[src/sv/dqfa_pkg.sv]
// dqfa_pkg: shared types, constants and microcode table of the fixed-answer dns responder
// no dependencies; imported by every module of the block
`default_nettype none

package dqfa_pkg;

  localparam int MAX_PACKET_BYTES = 256;
  localparam int POS_W            = $clog2(MAX_PACKET_BYTES + 1);
  localparam int RLEN_W           = $clog2(MAX_PACKET_BYTES + 2);
  localparam int HDR_BYTES        = 12;
  localparam int HDR_IDX_W        = $clog2(HDR_BYTES);
  localparam int TC_BYTES         = 4;
  localparam int TC_IDX_W         = $clog2(TC_BYTES);
  localparam int ANSWER_BYTES     = 16;

  localparam logic [31:0] ADDRESS_RESET = 32'hC0A8_0401;
  localparam logic [31:0] TTL_RESET     = 32'd60;
  localparam logic [15:0] FLAGS_RESET   = 16'h8180;

  localparam logic [7:0] BYTE_ZERO = 8'h00;
  localparam logic [7:0] BYTE_ONE  = 8'h01;
  localparam logic [7:0] PTR_HI    = 8'hC0;
  localparam logic [7:0] PTR_LO    = 8'h0C;
  localparam logic [7:0] RDLEN_LO  = 8'h04;

  // configuration register indexes
  localparam logic [1:0] CFG_ADDRESS = 2'd0;
  localparam logic [1:0] CFG_TTL     = 2'd1;
  localparam logic [1:0] CFG_FLAGS   = 2'd2;

  typedef enum logic [1:0] {
    PH_HEADER,
    PH_NAME,
    PH_TYPECLASS,
    PH_DROP
  } phase_t;

  typedef enum logic {
    OP_EMIT,
    OP_DONE
  } op_t;

  typedef enum logic [2:0] {
    COND_ALWAYS,
    COND_HDR,
    COND_NAME,
    COND_TC,
    COND_ZERO,
    COND_ANSW
  } cond_t;

  typedef enum logic [2:0] {
    SRC_CONST,
    SRC_HDR,
    SRC_FLAGS_HI,
    SRC_FLAGS_LO,
    SRC_IN,
    SRC_TC,
    SRC_TTL,
    SRC_ADDR
  } src_t;

  // program layout
  localparam int UCODE_LEN = 35;
  localparam int UPC_W     = $clog2(UCODE_LEN);
  localparam int UA_NAME   = 12;
  localparam int UA_TC     = 13;
  localparam int UA_ZERO   = 17;
  localparam int UA_ANSW   = 18;
  localparam int UA_DONE   = 34;

  typedef struct packed {
    op_t                  op;
    cond_t                cond;
    src_t                 src;
    logic [HDR_IDX_W-1:0] idx;
    logic [7:0]           konst;
    logic [UPC_W-1:0]     target;
  } ucode_t;

  // sequencer to datapath
  typedef struct packed {
    logic                 emit;
    logic                 done;
    src_t                 src;
    logic [HDR_IDX_W-1:0] idx;
    logic [7:0]           konst;
  } ctl_t;

  // datapath to sequencer
  typedef struct packed {
    logic hdr;
    logic name;
    logic tc;
    logic zero;
    logic answ;
    logic adv_ok;
  } stat_t;

  typedef struct packed {
    logic [7:0] query_byte;
    logic       packet_end;
  } in_word_t;

  typedef struct packed {
    logic [7:0] reply_byte;
    logic       run_last;
    logic       reply_end;
  } out_word_t;

  function automatic ucode_t uc(op_t op, cond_t cond, src_t src, int idx,
                                logic [7:0] konst, int target);
    ucode_t w;
    w.op     = op;
    w.cond   = cond;
    w.src    = src;
    w.idx    = HDR_IDX_W'(idx);
    w.konst  = konst;
    w.target = UPC_W'(target);
    return w;
  endfunction

  // most significant byte first
  function automatic logic [7:0] byte_of(logic [31:0] w, logic [1:0] k);
    logic [7:0] b;
    case (k)
      2'd0:    b = w[31:24];
      2'd1:    b = w[23:16];
      2'd2:    b = w[15:8];
      default: b = w[7:0];
    endcase
    return b;
  endfunction

  // each group starts with a conditional emit that jumps past the group when false
  function automatic ucode_t ucode_rom(logic [UPC_W-1:0] addr);
    ucode_t w;
    case (int'(addr))
      0:  w = uc(OP_EMIT, COND_HDR,    SRC_HDR,      0, BYTE_ZERO, UA_NAME);
      1:  w = uc(OP_EMIT, COND_ALWAYS, SRC_HDR,      1, BYTE_ZERO, 0);
      2:  w = uc(OP_EMIT, COND_ALWAYS, SRC_FLAGS_HI, 0, BYTE_ZERO, 0);
      3:  w = uc(OP_EMIT, COND_ALWAYS, SRC_FLAGS_LO, 0, BYTE_ZERO, 0);
      4:  w = uc(OP_EMIT, COND_ALWAYS, SRC_HDR,      4, BYTE_ZERO, 0);
      5:  w = uc(OP_EMIT, COND_ALWAYS, SRC_HDR,      5, BYTE_ZERO, 0);
      6:  w = uc(OP_EMIT, COND_ALWAYS, SRC_CONST,    0, BYTE_ZERO, 0);
      7:  w = uc(OP_EMIT, COND_ALWAYS, SRC_CONST,    0, BYTE_ONE,  0);
      8:  w = uc(OP_EMIT, COND_ALWAYS, SRC_HDR,      8, BYTE_ZERO, 0);
      9:  w = uc(OP_EMIT, COND_ALWAYS, SRC_HDR,      9, BYTE_ZERO, 0);
      10: w = uc(OP_EMIT, COND_ALWAYS, SRC_HDR,     10, BYTE_ZERO, 0);
      11: w = uc(OP_EMIT, COND_ALWAYS, SRC_HDR,     11, BYTE_ZERO, 0);
      12: w = uc(OP_EMIT, COND_NAME,   SRC_IN,       0, BYTE_ZERO, UA_TC);
      13: w = uc(OP_EMIT, COND_TC,     SRC_TC,       0, BYTE_ZERO, UA_ZERO);
      14: w = uc(OP_EMIT, COND_ALWAYS, SRC_TC,       1, BYTE_ZERO, 0);
      15: w = uc(OP_EMIT, COND_ALWAYS, SRC_TC,       2, BYTE_ZERO, 0);
      16: w = uc(OP_EMIT, COND_ALWAYS, SRC_TC,       3, BYTE_ZERO, 0);
      17: w = uc(OP_EMIT, COND_ZERO,   SRC_CONST,    0, BYTE_ZERO, UA_ANSW);
      18: w = uc(OP_EMIT, COND_ANSW,   SRC_CONST,    0, PTR_HI,    UA_DONE);
      19: w = uc(OP_EMIT, COND_ALWAYS, SRC_CONST,    0, PTR_LO,    0);
      20: w = uc(OP_EMIT, COND_ALWAYS, SRC_CONST,    0, BYTE_ZERO, 0);
      21: w = uc(OP_EMIT, COND_ALWAYS, SRC_CONST,    0, BYTE_ONE,  0);
      22: w = uc(OP_EMIT, COND_ALWAYS, SRC_CONST,    0, BYTE_ZERO, 0);
      23: w = uc(OP_EMIT, COND_ALWAYS, SRC_CONST,    0, BYTE_ONE,  0);
      24: w = uc(OP_EMIT, COND_ALWAYS, SRC_TTL,      0, BYTE_ZERO, 0);
      25: w = uc(OP_EMIT, COND_ALWAYS, SRC_TTL,      1, BYTE_ZERO, 0);
      26: w = uc(OP_EMIT, COND_ALWAYS, SRC_TTL,      2, BYTE_ZERO, 0);
      27: w = uc(OP_EMIT, COND_ALWAYS, SRC_TTL,      3, BYTE_ZERO, 0);
      28: w = uc(OP_EMIT, COND_ALWAYS, SRC_CONST,    0, BYTE_ZERO, 0);
      29: w = uc(OP_EMIT, COND_ALWAYS, SRC_CONST,    0, RDLEN_LO,  0);
      30: w = uc(OP_EMIT, COND_ALWAYS, SRC_ADDR,     0, BYTE_ZERO, 0);
      31: w = uc(OP_EMIT, COND_ALWAYS, SRC_ADDR,     1, BYTE_ZERO, 0);
      32: w = uc(OP_EMIT, COND_ALWAYS, SRC_ADDR,     2, BYTE_ZERO, 0);
      33: w = uc(OP_EMIT, COND_ALWAYS, SRC_ADDR,     3, BYTE_ZERO, 0);
      default: w = uc(OP_DONE, COND_ALWAYS, SRC_CONST, 0, BYTE_ZERO, 0);
    endcase
    return w;
  endfunction

endpackage

`default_nettype wire

[src/sv/dqfa_seq.sv]
// dqfa_seq: microcode sequencer, step counter plus conditional jumps over the program table
// depends on dqfa_pkg (ucode_rom, ctl_t, stat_t)
`default_nettype none

module dqfa_seq (
  input  wire             clk,
  input  wire             rst_n,
  input  wire             start,
  input  dqfa_pkg::stat_t stat,
  output dqfa_pkg::ctl_t  ctl,
  output logic            busy
);
  import dqfa_pkg::*;

  logic             busy_r, busy_nxt;
  logic [UPC_W-1:0] upc_r, upc_nxt;
  ucode_t           word;
  logic             cond_ok;

  assign word = ucode_rom(upc_r);
  assign busy = busy_r;

  always_ff @(posedge clk) begin
    if (!rst_n) begin
      busy_r <= 1'b0;
      upc_r  <= '0;
    end else begin
      busy_r <= busy_nxt;
      upc_r  <= upc_nxt;
    end
  end

  always_comb begin
    case (word.cond)
      COND_ALWAYS: cond_ok = 1'b1;
      COND_HDR:    cond_ok = stat.hdr;
      COND_NAME:   cond_ok = stat.name;
      COND_TC:     cond_ok = stat.tc;
      COND_ZERO:   cond_ok = stat.zero;
      COND_ANSW:   cond_ok = stat.answ;
      default:     cond_ok = 1'b0;
    endcase
  end

  always_comb begin
    busy_nxt  = busy_r;
    upc_nxt   = upc_r;
    ctl       = '0;
    ctl.src   = word.src;
    ctl.idx   = word.idx;
    ctl.konst = word.konst;
    if (!busy_r) begin
      if (start) begin
        busy_nxt = 1'b1;
        upc_nxt  = '0;
      end
    end else begin
      case (word.op)
        OP_EMIT: begin
          if (!cond_ok) begin
            upc_nxt = word.target;
          end else if (stat.adv_ok) begin
            ctl.emit = 1'b1;
            upc_nxt  = upc_r + 1'b1;
          end
        end
        OP_DONE: begin
          if (stat.adv_ok) begin
            ctl.done = 1'b1;
            busy_nxt = 1'b0;
            upc_nxt  = '0;
          end
        end
        default: begin
          busy_nxt = 1'b0;
          upc_nxt  = '0;
        end
      endcase
    end
  end

endmodule

`default_nettype wire

[src/sv/dqfa_dp.sv]
// dqfa_dp: datapath with config registers, packet state, header and type/class buffers,
// byte select, one-word hold stage and output register; depends on dqfa_pkg
`default_nettype none

module dqfa_dp (
  input  wire                   clk,
  input  wire                   rst_n,
  input  wire                   accept,
  input  dqfa_pkg::in_word_t    in_data,
  input  dqfa_pkg::ctl_t        ctl,
  output dqfa_pkg::stat_t       stat,
  output logic                  out_valid,
  input  wire                   out_stall,
  output dqfa_pkg::out_word_t   out_data,
  input  wire                   cfg_valid,
  output logic                  cfg_ready,
  input  wire  [1:0]            cfg_index,
  input  wire  [31:0]           cfg_data
);
  import dqfa_pkg::*;

  localparam int SUM_W = RLEN_W + 1;

  logic [31:0] address_r, ttl_r;
  logic [15:0] flags_r;

  logic [POS_W-1:0]    pos_r, pos_nxt;
  phase_t              phase_r, phase_nxt, phase_new;
  logic [TC_IDX_W-1:0] tc_cnt_r, tc_cnt_nxt;
  logic [RLEN_W-1:0]   rlen_r, rlen_nxt;
  logic [SUM_W-1:0]    rlen_sum;

  logic [7:0] hdr_mem [HDR_BYTES];
  logic [7:0] tc_mem  [TC_BYTES];
  logic [7:0] in_byte_r;

  logic f_hdr_r, f_name_r, f_tc_r, f_zero_r, f_endok_r, f_end_r;
  logic f_hdr_nxt, f_name_nxt, f_tc_nxt, f_zero_nxt, f_endok_nxt;

  logic in_range, name_open, hdr_we, tc_we;
  logic [7:0] emit_byte;

  logic       pend_valid_r, pend_valid_nxt;
  logic [7:0] pend_byte_r;
  logic       out_valid_r, out_valid_nxt;
  out_word_t  out_data_r;
  logic       can_load, push;

  assign cfg_ready = 1'b1;

  always_ff @(posedge clk) begin
    if (!rst_n) begin
      address_r <= ADDRESS_RESET;
      ttl_r     <= TTL_RESET;
      flags_r   <= FLAGS_RESET;
    end else if (cfg_valid && cfg_ready) begin
      case (cfg_index)
        CFG_ADDRESS: address_r <= cfg_data;
        CFG_TTL:     ttl_r     <= cfg_data;
        CFG_FLAGS:   flags_r   <= cfg_data[15:0];
        default:     ;
      endcase
    end
  end

  // per-word decode, taken at accept
  always_comb begin
    in_range  = pos_r < POS_W'(MAX_PACKET_BYTES);
    hdr_we    = accept && in_range && (phase_r == PH_HEADER);
    tc_we     = accept && in_range && (phase_r == PH_TYPECLASS);
    f_hdr_nxt = in_range && (phase_r == PH_HEADER) && (pos_r == POS_W'(HDR_BYTES - 1));
    f_name_nxt = in_range && (phase_r == PH_NAME);
    f_tc_nxt  = in_range && (phase_r == PH_TYPECLASS) && (tc_cnt_r == TC_IDX_W'(TC_BYTES - 1));
    // past the size limit a name still counts as open
    name_open = f_hdr_nxt || (f_name_nxt && (in_data.query_byte != BYTE_ZERO)) ||
                (!in_range && (phase_r == PH_NAME));

    phase_new = phase_r;
    if (f_hdr_nxt) begin
      phase_new = PH_NAME;
    end else if (f_name_nxt && (in_data.query_byte == BYTE_ZERO)) begin
      phase_new = PH_TYPECLASS;
    end else if (f_tc_nxt) begin
      phase_new = PH_DROP;
    end

    f_endok_nxt = in_data.packet_end && (phase_new != PH_HEADER);
    f_zero_nxt  = f_endok_nxt && name_open && (phase_new == PH_NAME);

    pos_nxt    = pos_r;
    phase_nxt  = phase_r;
    tc_cnt_nxt = tc_cnt_r;
    if (accept) begin
      if (in_data.packet_end) begin
        pos_nxt    = '0;
        phase_nxt  = PH_HEADER;
        tc_cnt_nxt = '0;
      end else begin
        pos_nxt   = in_range ? pos_r + 1'b1 : pos_r;
        phase_nxt = phase_new;
        if (tc_we) begin
          tc_cnt_nxt = tc_cnt_r + 1'b1;
        end
      end
    end
  end

  always_ff @(posedge clk) begin
    if (!rst_n) begin
      pos_r     <= '0;
      phase_r   <= PH_HEADER;
      tc_cnt_r  <= '0;
      f_hdr_r   <= 1'b0;
      f_name_r  <= 1'b0;
      f_tc_r    <= 1'b0;
      f_zero_r  <= 1'b0;
      f_endok_r <= 1'b0;
      f_end_r   <= 1'b0;
    end else begin
      pos_r    <= pos_nxt;
      phase_r  <= phase_nxt;
      tc_cnt_r <= tc_cnt_nxt;
      if (accept) begin
        f_hdr_r   <= f_hdr_nxt;
        f_name_r  <= f_name_nxt;
        f_tc_r    <= f_tc_nxt;
        f_zero_r  <= f_zero_nxt;
        f_endok_r <= f_endok_nxt;
        f_end_r   <= in_data.packet_end;
      end
    end
  end

  always_ff @(posedge clk) begin
    if (accept) begin
      in_byte_r <= in_data.query_byte;
    end
    if (hdr_we) begin
      hdr_mem[pos_r[HDR_IDX_W-1:0]] <= in_data.query_byte;
    end
    if (tc_we) begin
      tc_mem[tc_cnt_r] <= in_data.query_byte;
    end
  end

  always_comb begin
    case (ctl.src)
      SRC_CONST:    emit_byte = ctl.konst;
      SRC_HDR:      emit_byte = hdr_mem[ctl.idx];
      SRC_FLAGS_HI: emit_byte = flags_r[15:8];
      SRC_FLAGS_LO: emit_byte = flags_r[7:0];
      SRC_IN:       emit_byte = in_byte_r;
      SRC_TC:       emit_byte = tc_mem[ctl.idx[TC_IDX_W-1:0]];
      SRC_TTL:      emit_byte = byte_of(ttl_r, ctl.idx[1:0]);
      SRC_ADDR:     emit_byte = byte_of(address_r, ctl.idx[1:0]);
      default:      emit_byte = BYTE_ZERO;
    endcase
  end

  // running response length, checked before the answer is appended
  always_comb begin
    rlen_nxt = rlen_r;
    if (ctl.emit) begin
      rlen_nxt = rlen_r + 1'b1;
    end else if (ctl.done && f_end_r) begin
      rlen_nxt = '0;
    end
    rlen_sum = SUM_W'(rlen_r) + SUM_W'(ANSWER_BYTES);
  end

  // hold one word back so the last of a run can be flagged at done
  always_comb begin
    can_load       = !out_valid_r || !out_stall;
    push           = (ctl.emit || ctl.done) && pend_valid_r;
    out_valid_nxt  = push || (out_valid_r && out_stall);
    pend_valid_nxt = pend_valid_r;
    if (ctl.emit) begin
      pend_valid_nxt = 1'b1;
    end else if (ctl.done) begin
      pend_valid_nxt = 1'b0;
    end
  end

  always_ff @(posedge clk) begin
    if (!rst_n) begin
      rlen_r       <= '0;
      pend_valid_r <= 1'b0;
      out_valid_r  <= 1'b0;
    end else begin
      rlen_r       <= rlen_nxt;
      pend_valid_r <= pend_valid_nxt;
      out_valid_r  <= out_valid_nxt;
    end
  end

  always_ff @(posedge clk) begin
    if (ctl.emit) begin
      pend_byte_r <= emit_byte;
    end
    if (push) begin
      out_data_r.reply_byte <= pend_byte_r;
      out_data_r.run_last   <= ctl.done;
      out_data_r.reply_end  <= ctl.done && f_end_r;
    end
  end

  assign out_valid = out_valid_r;
  assign out_data  = out_data_r;

  assign stat.hdr    = f_hdr_r;
  assign stat.name   = f_name_r;
  assign stat.tc     = f_tc_r;
  assign stat.zero   = f_zero_r;
  assign stat.answ   = f_endok_r && (rlen_sum <= SUM_W'(MAX_PACKET_BYTES));
  assign stat.adv_ok = !pend_valid_r || can_load;

endmodule

`default_nettype wire

[src/sv/dns_query_to_fixed_answer.sv]
// a query byte is taken, then the sequencer walks the program one step per cycle unless
// output stall holds it; a new query byte is stalled until the walk for the last one is
// done, and the last word of a run is loaded into the output register at done
// reset: synchronous active-low rst_n clears packet state, counters, sequencer and
// output valid and reloads the config registers; buffers are not cleared
`default_nettype none

module dns_query_to_fixed_answer (
  input  wire                   clk,
  input  wire                   rst_n,
  input  wire                   in_valid,
  output logic                  in_stall,
  input  dqfa_pkg::in_word_t    in_data,
  output logic                  out_valid,
  input  wire                   out_stall,
  output dqfa_pkg::out_word_t   out_data,
  input  wire                   cfg_valid,
  output logic                  cfg_ready,
  input  wire  [1:0]            cfg_index,
  input  wire  [31:0]           cfg_data
);
  import dqfa_pkg::*;

  logic  busy;
  logic  accept;
  ctl_t  ctl;
  stat_t stat;

  assign in_stall = busy;
  assign accept   = in_valid && !busy;

  dqfa_seq u_seq (
    .clk   (clk),
    .rst_n (rst_n),
    .start (accept),
    .stat  (stat),
    .ctl   (ctl),
    .busy  (busy)
  );

  dqfa_dp u_dp (
    .clk       (clk),
    .rst_n     (rst_n),
    .accept    (accept),
    .in_data   (in_data),
    .ctl       (ctl),
    .stat      (stat),
    .out_valid (out_valid),
    .out_stall (out_stall),
    .out_data  (out_data),
    .cfg_valid (cfg_valid),
    .cfg_ready (cfg_ready),
    .cfg_index (cfg_index),
    .cfg_data  (cfg_data)
  );

endmodule

`default_nettype wire

[config.mk]
export PLATFORM = sky130hd
export DESIGN_NAME = dns_query_to_fixed_answer
export DESIGN_NICKNAME = d
export VERILOG_FILES = /design/src/sv/dqfa_pkg.sv /design/src/sv/dqfa_seq.sv /design/src/sv/dqfa_dp.sv /design/src/sv/dns_query_to_fixed_answer.sv
export SDC_FILE = /design/constraint.sdc
export NUM_CORES = 1
export LEC_CHECK = 0
export BUFFER_PORTS_ARGS = -buffer_cell sky130_fd_sc_hd__buf_2
export CORE_ASPECT_RATIO = 0.7
export CORE_MARGIN = 1.5
export CORE_UTILIZATION = 44
export DETAILED_ROUTE_END_ITERATION = 8
export PLACE_DENSITY = 0.6
export SYNTH_ARGS = -nofsm -noshare
export SYNTH_HDL_FRONTEND = slang
export SYNTH_SLANG_ARGS = --single-unit
[constraint.sdc]
create_clock -name clk -period 3.1 [get_ports clk]
set_clock_uncertainty 0.1 [all_clocks]
set_input_delay 0.62 -clock clk [delete_from_list [all_inputs] [get_ports clk]]
set_output_delay 0.62 -clock clk [all_outputs]
set_load 0.05 [all_outputs]
==> results of run 1 <==
-- placed cells by master, fill, tap and decap left out, types with 14 or more instances in the layout --
cell and instances:
buf_4 19, nor2_1 33, nand3_1 35, nand2_1 203
dfxtp_1 132, o21ai_0 21, and2_1 23, ha_1 17
buf_2 59, mux4_2 57, inv_1 21, mux2i_1 14
edfxtp_1 154, a21oi_1 90, clkbuf_16 29
-- synthesized netlist by cell type (3+ instances only) --
cell	n	share of area, %
nand2_1	204	6.2
edfxtp_1	154	38
dfxtp_1	134	22
a21oi_1	90	3.7
mux4_2	57	10
clkbuf_1	45	1.4
nand3_1	35	1.4
nor2_1	33	1.0
and2_1	23	1.2
o21ai_0	22	0.89
inv_1	21	0.64
ha_1	18	1.8
mux2i_1	14	1.1
nand4_1	12	0.61
and3_1	11	0.56
a22oi_1	10	0.61
nor3_1	10	0.41
mux2_2	9	0.82
nor3b_1	7	0.43
a31oi_1	6	0.30
buf_2	6	0.24
nor2b_1	6	0.30
o211ai_1	6	0.37
nand2b_1	5	0.25
nor4_1	5	0.25
xor2_1	5	0.36
a32oi_1	4	0.28
or2_2	4	0.20
or3_1	4	0.20
buf_1	3	0.091
nand3b_1	3	0.18
o21bai_1	3	0.18
o22a_1	3	0.21
o311ai_0	3	0.21
o31ai_1	3	0.18
xnor2_1	3	0.21
-- cell type report --
type                       count  area [sq um]
timing repair buffer          81           498
clock buffer                  35           798
multi-input combinational    658          4740
inverter                      24          90.1
clock inverter                19           145
fill                        2487         13600
tap                          371           464
sequential                   288          7310
-- kinds of logic (layout without fill, tap and decap cells) --
family	count (synthesis)	count (layout)	share of synthesized area (%)
AOI/OAI and AO/OA	179	179	9.45
xor gates and xnor gates	8	8	0.569
adders and majority gates	18	18	1.83
buffers and inverters	79	159	2.50
DFF	288	288	59.3
muxes	80	80	12.4
other	1	1	0.0304
and+or+nand+nor	372	372	13.9
-- sequential cells by signal, summed over array words and instances (netlist names), 2 cells and up --
name,count
u_dp.ttl_r,32
u_seq.upc_r,6
u_dp.address_r,32
u_dp.hdr_mem,96
u_seq.word,17
u_dp.tc_mem,32
u_dp.flags_r,16
u_dp.in_byte_r,8
u_dp.tc_cnt_r,2
u_dp.phase_r,2
u_dp.pos_r,9
u_dp.pend_byte_r,8
u_dp.rlen_r,9
u_dp.out_data,10
-- how the worst min path moves through the flow --
stage                          to  slack, ns  cells after the start
3_5_place_dp     u_dp.out_data[9]       0.31                      0
5_1_grt        u_dp.address_r[19]       0.19                      3
4_1_cts        u_dp.address_r[19]       0.18                      3
3_3_place_gp     u_dp.out_data[5]       0.30                      0
2_1_floorplan    u_dp.out_data[2]       0.30                      0
6_report       u_dp.address_r[19]       0.20                      3
-- through the flow --
step | util [%] | cells | hold slack (ns) | instance area, sq um | worst slack (ns)
after detailed placement | 47.2 | 1422 | 0.309 | 13100 | 0.107
after floorplan | - | 1025 | 0.300 | 12300 | 0.191
after global routing | 50.7 | 1476 | 0.190 | 14000 | 0.00477
final | 50.7 | 1476 | 0.200 | 14000 | 0.208
after CTS | 50.6 | 1476 | 0.180 | 14000 | 0.0812
after global placement | 47.2 | 1422 | 0.301 | 13100 | 0.211
-- worst register-to-register path, cell delays in order (launching register included) --
cell	delay (ns)
dfxtp_1	0.35
inv_1	0.08
ha_1	0.19
nor3b_2	0.17
o2111a_1	0.25
o211ai_1	0.23
o21ai_1	0.12
or2_2	0.31
and2_1	0.23
inv_1	0.15
ha_1	0.23
o2111a_1	0.20
o31ai_1	0.07
a31oi_1	0.14
-- metal layers --
| metal | up-vias | track usage, % | part of all wire, % |
|---|---|---|---|
| met5 | - | 0 | 0 |
| met4 | 0 | 3.70 | 1.4 |
| met3 | 31 | 2.94 | 3.9 |
| met2 | 173 | 30.1 | 44 |
| met1 | 3994 | 30.0 | 51 |
| li1 | 3894 | - | - |
-- what timing repair did --
action | 4_1_cts | 5_1_grt
endpoints found under the setup margin | 0 | 4
gates resized for setup | 0 | 6
hold endpoints to repair | 0 | 0
-- power by group --
group | switching (mW) | internal (mW) | total (mW)
logic | 0.800 | 0.702 | 1.50
registers | 0.178 | 4.19 | 4.37
clock network | 1.46 | 1.99 | 3.45
total | 2.44 | 6.88 | 9.31
==> summary.md, run 1 <==
| Metric | Value |
|---|---|
| Status | completed |
| Unrepaired setup endpoints after global routing | no |
| Least-Margin Pin Slew | 0.730 ns |
| CP startpoint | u_dp.rlen_r[0] |
| Core area | 0.0277 sq mm |
| CP Capture Type | register |
| CP top delay family | compound AO/OA/AOI/OAI gates |
| Final Max Tran Viols | 0 |
| Fmax | 346 MHz |
| Overall power | 9.31 mW |
| RR Endpoint | u_seq.word[14] |
| Gr usage total | 19.7% |
| P per Cell Area | 663 mW/mm^2 |
| Worst EP required | 3.47 ns |
| Post-CTS setup buffers | 0 |
| Synth unique cells | 72 |
| FF-to-FF setup slack | 0.21 ns |
| Routability cong. | 0.852 |
| Largest fanout on the critical path | 5 |
| Final hold vios | 0 |
| TritonCTS clock tree | done |
| Hold-fix buffers at CTS | 0 |
| Final worst path period need | 2.89 ns |
| Ports | 61 |
| Reg2Reg Depth | 13 |
| Largest net degree at the start of global routing | 58 |
| Die height | 143 um |
| Reg2reg start | u_dp.rlen_r[0] |
| Max transition margin | 50.7% |
| HP Start | cfg_data[19] |
| Root Driver | clkbuf_16 |
| Post-synth top flop | edfxtp_1 |
| Sequential share of the synthesized area | 59.3% |
| Crit path to | u_seq.word[14] |
| Slowest library cell on the worst path | dfxtp_1 |
| Layout cells sized above 1 | 19.9% |
| Area Overhead vs Synth | 14.0% |
| WP buf/inv | 2 |
| Diode count | 0 |
| Die area | 0.0290 sq mm |
| Clock sinks | 288 |
| Fin nets | 1148 |
| Syn Nets | 1091 |
| Number of global-route vias before repair | 8010 |
| CTS Buf Count | 29 |
| Via density | 5.48 |
| Crit-path cells | inv_1 > ha_1 > nor3b_2 > o2111a_1 > o211ai_1 > o21ai_1 > or2_2 > and2_1 > inv_1 > ha_1 > o2111a_1 > o31ai_1 > a31oi_1 |
| Final wirelength | 27.9 mm |
| Overflow after GRT | 0 |
| Worst-Skew Late Latency | 0.56 ns |
| Max clock buf depth | 3 |
| Finish-stage setup viols | 0 |
| DRC Markers | 0 |
| Maxcap violations | 0 |
| Setup TNS | 0 ns |
| Arrival time worst endpoint | 3.26 ns |
| H-tree levels | 1 |
| Yosys synthesis warning count | 0 |
| Post-synth EDFFs | 154 |
| Iteration-0 DRC Markers | 586 |
| Post-DP HPWL | 19.1 mm |
| Starting Density | 44.5% |
| Routed len/inst | 18.9 um |
| Vias | 8092 |
| Crit start category | register |
| PortBufs | 59 |
| Global-route wire length before repair | 44.4 mm |
| Worst min-delay path class | in2reg |
| Flops & latches, synth | 288 |
| Post-synthesis instance total | 1025 |
| Netlist Area Pre-Place | 0.0123 sq mm |
| Syn Area/Cell | 12.0 sq um |
| Final ANT Viol Nets | 0 |
| Initial antenna violation count | 0 |
| TritonRoute pass-1 iters | 5 |
| Levels on crit path | 13 |
| Worst vdd ir | 0.411 mV |
| Die span in x | 203 um |
| Lkg Pwr | 4.88 nW |
| CP Class | reg2reg |
| Clock slew at reported path FFs | 0.06 ns |
| Ys async rst share | 0% |
| Crit-path max cell delay | 0.35 ns |
| Row Count | 51 |
| Final cycle utilization of the critical path | 93.3% |
No activity file was read; power rests on OpenSTA's default activity.
==> run 2: changes to the inputs <==
==> constraint.sdc (replaced) <==
create_clock -name clk -period 3.05 [get_ports clk]
set_clock_uncertainty 0.1 [all_clocks]
set_input_delay 0.61 -clock clk [delete_from_list [all_inputs] [get_ports clk]]
set_output_delay 0.61 -clock clk [all_outputs]
set_load 0.05 [all_outputs]
==> summary.md, run 2 (synthesis results as in run 1) <==
| Metric | Value |
|---|---|
| Status | completed (unchanged) |
| Fill cells | 2479 (was 2487) |
| Lkg Pwr | 4.93 nW (was 4.88 nW) |
| Row Count | 51 (unchanged) |
| Maxcap violations | 0 (unchanged) |
| Post-CTS setup buffers | 0 (unchanged) |
| Placed inst area | 0.0131 sq mm (about the same) |
| RR Endpoint | u_seq.word[15] (was u_seq.word[14]) |
| Fin area | 0.0141 sq mm (was 0.0140 sq mm) |
| Core area | 0.0277 sq mm (unchanged) |
| Commonest non-fill, non-tap cell in the layout | nand2_1 (unchanged) |
| DRC Markers | 0 (unchanged) |
| Ports | 61 (unchanged) |
| Gr usage total | 19.6% (was 19.7%) |
| Iteration-0 DRC Markers | 603 (was 586) |
| CP startpoint | u_dp.rlen_r[0] (unchanged) |
| Final ANT Viol Nets | 0 (unchanged) |
| CP Class | reg2reg (unchanged) |
| Finish-stage setup viols | 0 (unchanged) |
| Worst min-delay path class | in2reg (unchanged) |
| Final wirelength | 28.0 mm (was 27.9 mm) |
| Hold-fix buffers at CTS | 0 (unchanged) |
| Final Max Tran Viols | 0 (unchanged) |
| Reg2reg start | u_dp.rlen_r[0] (unchanged) |
| Min Hold Slack | 0.199 ns (was 0.200 ns) |
| Layout cells sized above 1 | 20.4% (was 19.9%) |
| Crit path to | u_seq.word[15] (was u_seq.word[14]) |
| Final worst path period need | 2.82 ns (was 2.89 ns) |
| Fmax | 355 MHz (was 346 MHz) |
| Worst-Skew Late Latency | 0.54 ns (was 0.56 ns) |
| Final cycle utilization of the critical path | 92.4% (was 93.3%) |
| Worst EP required | 3.43 ns (was 3.47 ns) |
| Clock sinks | 288 (unchanged) |
| Root Driver | clkbuf_16 (unchanged) |
| Diode count | 0 (unchanged) |
| Most frequent cells in the layout | nand2_1 (203), edfxtp_1 (154), dfxtp_1 (132), a21oi_1 (90), buf_2 (59) (unchanged) |
| H-tree levels | 1 (unchanged) |
| P per Cell Area | 682 mW/mm^2 (was 663 mW/mm^2) |
| Vias | 8094 (was 8092) |
| CTS resizes | 0 (unchanged) |
| Routed len/inst | 18.9 um (about the same) |
| Die height | 143 um (unchanged) |
| Max transition margin | 51.8% (was 50.7%) |
| Routability cong. | 0.907 (was 0.852) |
| Least-Margin Pin Slew | 0.721 ns (was 0.730 ns) |
| Global-route wire length before repair | 44.1 mm (was 44.4 mm) |
| Starting Density | 44.5% (unchanged) |
| Die span in x | 203 um (unchanged) |
| TritonCTS clock tree | done (unchanged) |
| CTS Buf Count | 28 (was 29) |
| Die area | 0.0290 sq mm (unchanged) |
| Largest fanout on the critical path | 5 (unchanged) |
| FF-to-FF setup slack | 0.23 ns (was 0.21 ns) |
| Fin nets | 1157 (was 1148) |
| Crit start category | register (unchanged) |
| Initial antenna violation count | 0 (unchanged) |
| Max FFs per register | 96 (unchanged) |
| Via density | 5.45 (was 5.48) |
| Largest net degree at the start of global routing | 60 (was 58) |
| Worst vdd ir | 0.403 mV (was 0.411 mV) |
| Max clock buf depth | 3 (unchanged) |
| TritonRoute pass-1 iters | 4 (was 5) |
| PortBufs | 59 (unchanged) |
| Overflow after GRT | 0 (unchanged) |
| Final hold vios | 0 (unchanged) |
| Post-DP HPWL | 19.4 mm (was 19.1 mm) |
| CP Capture Type | register (unchanged) |
| Area Overhead vs Synth | 14.9% (was 14.0%) |
| Reg2Reg Depth | 13 (unchanged) |
| Arrival time worst endpoint | 3.20 ns (was 3.26 ns) |
| Clock slew at reported path FFs | 0.06 ns (about the same) |
| Number of global-route vias before repair | 7913 (was 8010) |
## run 2: cell types whose count changed in the layout (fill, tap and decap cells not counted), moves of 2 or more
cell       delta
clkbuf_1      +2
clkbuf_8      -5
buf_4        +10
bufinv_16     +4
clkinv_2      -3
## run 2: routing by layer
layer	global-route usage [%]	wire [um]
met1	29.4	13900
met2	30.3	12400
met3	3.10	1190
met4	3.78	406
met5	0	0
## run 2: power breakdown
part	internal [mW]	leakage, nW	switching [mW]
Sequential	4.26	2.48	0.206
Clock	2.19	0.465	1.47
Combinational	0.739	1.99	0.794
## run 2: worst min path at each step
stage                        startpoint                  to  slack (ns)  cells past startpoint
global route               cfg_data[21]  u_dp.address_r[21]        0.19                      3
finish                     cfg_data[30]  u_dp.address_r[30]        0.20                      3
global placement    u_dp.pend_byte_r[3]    u_dp.out_data[5]        0.30                      0
detailed placement  u_dp.pend_byte_r[3]    u_dp.out_data[5]        0.31                      0
CTS                        cfg_data[28]  u_dp.address_r[28]        0.17                      3
floorplan           u_dp.pend_byte_r[0]    u_dp.out_data[2]        0.30                      0
## run 2: critical path: stages (launching register included)
cell,delay [ns]
dfxtp_1,0.34
inv_1,0.07
ha_1,0.19
nor3b_2,0.16
o2111ai_2,0.26
buf_4,0.19
a21oi_2,0.06
a211oi_2,0.25
nand2_2,0.16
inv_1,0.17
ha_2,0.23
mux2i_1,0.07
or4_1,0.40
nand3_1,0.09
## run 2: through the flow
| step | worst slack (ns) | utilization (%) | power (mW) | TNS, ns | std cells |
|---|---|---|---|---|---|
| final | 0.232 | 51.1 | 9.65 | 0 | 1484 |
| after detailed placement | 0.0554 | 47.5 | 6.08 | 0 | 1432 |
| after CTS | 0.0931 | 51.0 | 9.75 | 0 | 1484 |
| after floorplan | 0.141 | - | 5.56 | 0 | 1025 |
| after global placement | 0.127 | 47.5 | 6.07 | 0 | 1432 |
| after global routing | -0.00289 | 51.1 | 10.0 | -0.00289 | 1484 |
## run 2: layout make-up
cell class	count	area (sq um)	share of cell area, %
Clock inverter	21	265	1.87
Timing Repair Buffer	91	573	4.05
Tap cell	371	464	3.28
Sequential cell	288	7310	51.7
Inverter	24	90.1	0.637
Clock buffer	31	712	5.03
Multi-Input combinational cell	658	4730	33.4
==> run 3: changes to the inputs <==
--- a/config.mk
+++ b/config.mk
@@ -9,6 +9,7 @@
 export CORE_ASPECT_RATIO = 0.7
 export CORE_MARGIN = 1.5
 export CORE_UTILIZATION = 44
+export CTS_BUF_LIST = sky130_fd_sc_hd__clkbuf_4 sky130_fd_sc_hd__clkbuf_8 sky130_fd_sc_hd__clkbuf_16
 export DETAILED_ROUTE_END_ITERATION = 8
 export PLACE_DENSITY = 0.6
 export SYNTH_ARGS = -nofsm -noshare
==> summary.md, run 3 (synthesis results as in run 1) <==
| Metric | Value |
|---|---|
| Vias | 8101 (was 8094) |
| Min Hold Slack | 0.198 ns (was 0.199 ns) |
| Internal power | 7.21 mW (was 7.18 mW) |
| Met1 Usage GRT | 29.4% (about the same) |
| Arrival time worst endpoint | 3.20 ns (about the same) |
| Net Sw Frac | 25.5% (was 25.6%) |
| Post-DP HPWL | 19.4 mm (unchanged) |
| Final ANT Viol Nets | 0 (unchanged) |
| Overflow after GRT | 0 (unchanged) |
| Finish-stage setup viols | 0 (unchanged) |
| P_sw | 2.47 mW (about the same) |
| Ports | 61 (unchanged) |
| Final wirelength | 27.9 mm (was 28.0 mm) |
| Routed len/inst | 18.8 um (was 18.9 um) |
| HP Start | cfg_data[30] (unchanged) |
| CP Capture Type | register (unchanged) |
| Crit start category | register (unchanged) |
| TritonRoute pass-1 iters | 5 (was 4) |
| P per Cell Area | 684 mW/mm^2 (was 682 mW/mm^2) |
| Routability cong. | 0.907 (unchanged) |
| Reg2Reg Depth | 13 (unchanged) |
| Worst vdd ir | 0.403 mV (about the same) |
| Setup TNS | 0 ns (unchanged) |
| Max transition margin | 52.9% (was 51.8%) |
| Maxcap violations | 0 (unchanged) |
| Most frequent cells in the layout | nand2_1 (203), edfxtp_1 (154), dfxtp_1 (132), a21oi_1 (90), buf_2 (59) (unchanged) |
| Placed cells | 1432 (unchanged) |
| Global-route wire length before repair | 44.1 mm (about the same) |
| Sequential power share | 46.1% (was 46.2%) |
| Root Driver | clkbuf_16 (unchanged) |
| Die height | 143 um (unchanged) |
| Max clock buf depth | 3 (unchanged) |
| Hold endpoint | u_dp.address_r[30] (unchanged) |
| Finished Layout Cells | 1484 (unchanged) |
| Clock power frac | 38.1% (was 37.9%) |
| Die span in x | 203 um (unchanged) |
| Gate power share | 15.8% (was 15.9%) |
| DRC Markers | 0 (unchanged) |
| Worst-Skew Late Latency | 0.54 ns (about the same) |
| Clock sinks | 288 (unchanged) |
| Worst Hold Depth | 3 (unchanged) |
| Post-CTS setup buffers | 0 (unchanged) |
| Fin nets | 1157 (unchanged) |
| Fill cells | 2477 (was 2479) |
| Commonest non-fill, non-tap cell in the layout | nand2_1 (unchanged) |
| Least-Margin Pin Slew | 0.697 ns (was 0.721 ns) |
| Global-route met3 utilization | 3.10% (unchanged) |
| Status | completed (unchanged) |
| Final Max Tran Viols | 0 (unchanged) |
| Fmax | 355 MHz (about the same) |
| Via density | 5.46 (was 5.45) |
| Reg2reg start | u_dp.rlen_r[0] (unchanged) |
| Diode count | 0 (unchanged) |
| RR Endpoint | u_seq.word[15] (unchanged) |
| Initial antenna violation count | 0 (unchanged) |
| Final cycle utilization of the critical path | 92.3% (was 92.4%) |
| CP Class | reg2reg (unchanged) |
| Dpl ws | 0.0554 ns (unchanged) |
| CTS Buf Count | 28 (unchanged) |
| Iteration-0 DRC Markers | 650 (was 603) |
| Core area | 0.0277 sq mm (unchanged) |
| Setup WS post-layout | 0.235 ns (was 0.232 ns) |
| H-tree levels | 1 (unchanged) |
| Worst EP required | 3.43 ns (about the same) |
| Number of global-route vias before repair | 7910 (was 7913) |
| Clock slew at reported path FFs | 0.06 ns (about the same) |
| Row Count | 51 (unchanged) |
| Top Usage Layer GRT | met2 (unchanged) |
| Starting Density | 44.5% (unchanged) |
| Largest net degree at the start of global routing | 60 (unchanged) |
| Gr usage total | 19.6% (about the same) |
| Worst min-delay path class | in2reg (unchanged) |
| Final hold vios | 0 (unchanged) |
| PortBufs | 59 (unchanged) |
| Grt met2 use | 30.3% (unchanged) |
| FF-to-FF setup slack | 0.23 ns (about the same) |
| Layout cells sized above 1 | 20.7% (was 20.4%) |
| Final worst path period need | 2.82 ns (about the same) |
| TritonCTS clock tree | done (unchanged) |
| Largest fanout on the critical path | 5 (unchanged) |
| Area Overhead vs Synth | 14.9% (about the same) |
| Lkg Pwr | 4.94 nW (was 4.93 nW) |
| Max FFs per register | 96 (unchanged) |
| Die area | 0.0290 sq mm (unchanged) |
[run 3: stage by stage]
step / total power [mW] / utilization [%] / instance area, sq um
floorplan: 5.56 / - / 12300
global placement: 6.07 / 47.5 / 13100
detailed placement: 6.08 / 47.5 / 13100
CTS: 9.77 / 51.0 / 14100
global route: 10.1 / 51.1 / 14200
finish: 9.68 / 51.1 / 14200
[run 3: worst max-delay path by stage]
stage / depth (start not counted) / endpoint / slack (ns) / start
final: 13 / u_seq.word[15] / 0.23 / u_dp.rlen_r[0]
after global routing: 13 / u_seq.word[14] / -0.003 / u_dp.rlen_r[0]
after CTS: 13 / u_seq.word[21] / 0.09 / u_dp.rlen_r[0]
after detailed placement: 12 / u_seq.word[21] / 0.06 / out_stall
after global placement: 8 / u_seq.word[9] / 0.13 / in_valid
after floorplan: 12 / u_seq.word[18] / 0.14 / u_seq.busy
[run 3: layout make-up]
| type | instances | area (sq um) | share of cell area, % |
|---|---|---|---|
| timing repair buffer | 91 | 573 | 4.05 |
| multi-input combinational | 658 | 4730 | 33.4 |
| tap | 371 | 464 | 3.28 |
| clock inverter | 21 | 265 | 1.87 |
| inverter | 24 | 90.1 | 0.636 |
| clock buffer | 31 | 723 | 5.11 |
| sequential | 288 | 7310 | 51.6 |
[run 3: worst max-delay path, stage by stage (launching register included)]
cell and delay (ns):
dfxtp_1 0.34, inv_1 0.07, ha_1 0.19, nor3b_2 0.16, o2111ai_2 0.26, buf_4 0.19
a21oi_2 0.06, a211oi_2 0.25, nand2_2 0.16, inv_1 0.17, ha_2 0.24, mux2i_1 0.07
or4_1 0.40, nand3_1 0.09
[run 3: layer usage]
layer | wire [um] | share of wire (%)
met2 | 12400 | 44
met5 | 0 | 0
met3 | 1150 | 4.1
met4 | 407 | 1.5
met1 | 14000 | 50
[run 3: power groups by stage]
stage / registers [mW] / clock network, mW / logic (mW)
5_1_grt: 4.49 / 3.91 / 1.66
2_1_floorplan: 4.41 / 0 / 1.14
4_1_cts: 4.47 / 3.77 / 1.53
3_3_place_gp: 4.55 / 0 / 1.52
3_5_place_dp: 4.55 / 0 / 1.53
6_report: 4.46 / 3.69 / 1.53
[run 3: repair_timing]
action	CTS	global route
gates resized for setup	0	6
endpoints found under the setup margin	0	4
hold buffers	0	0
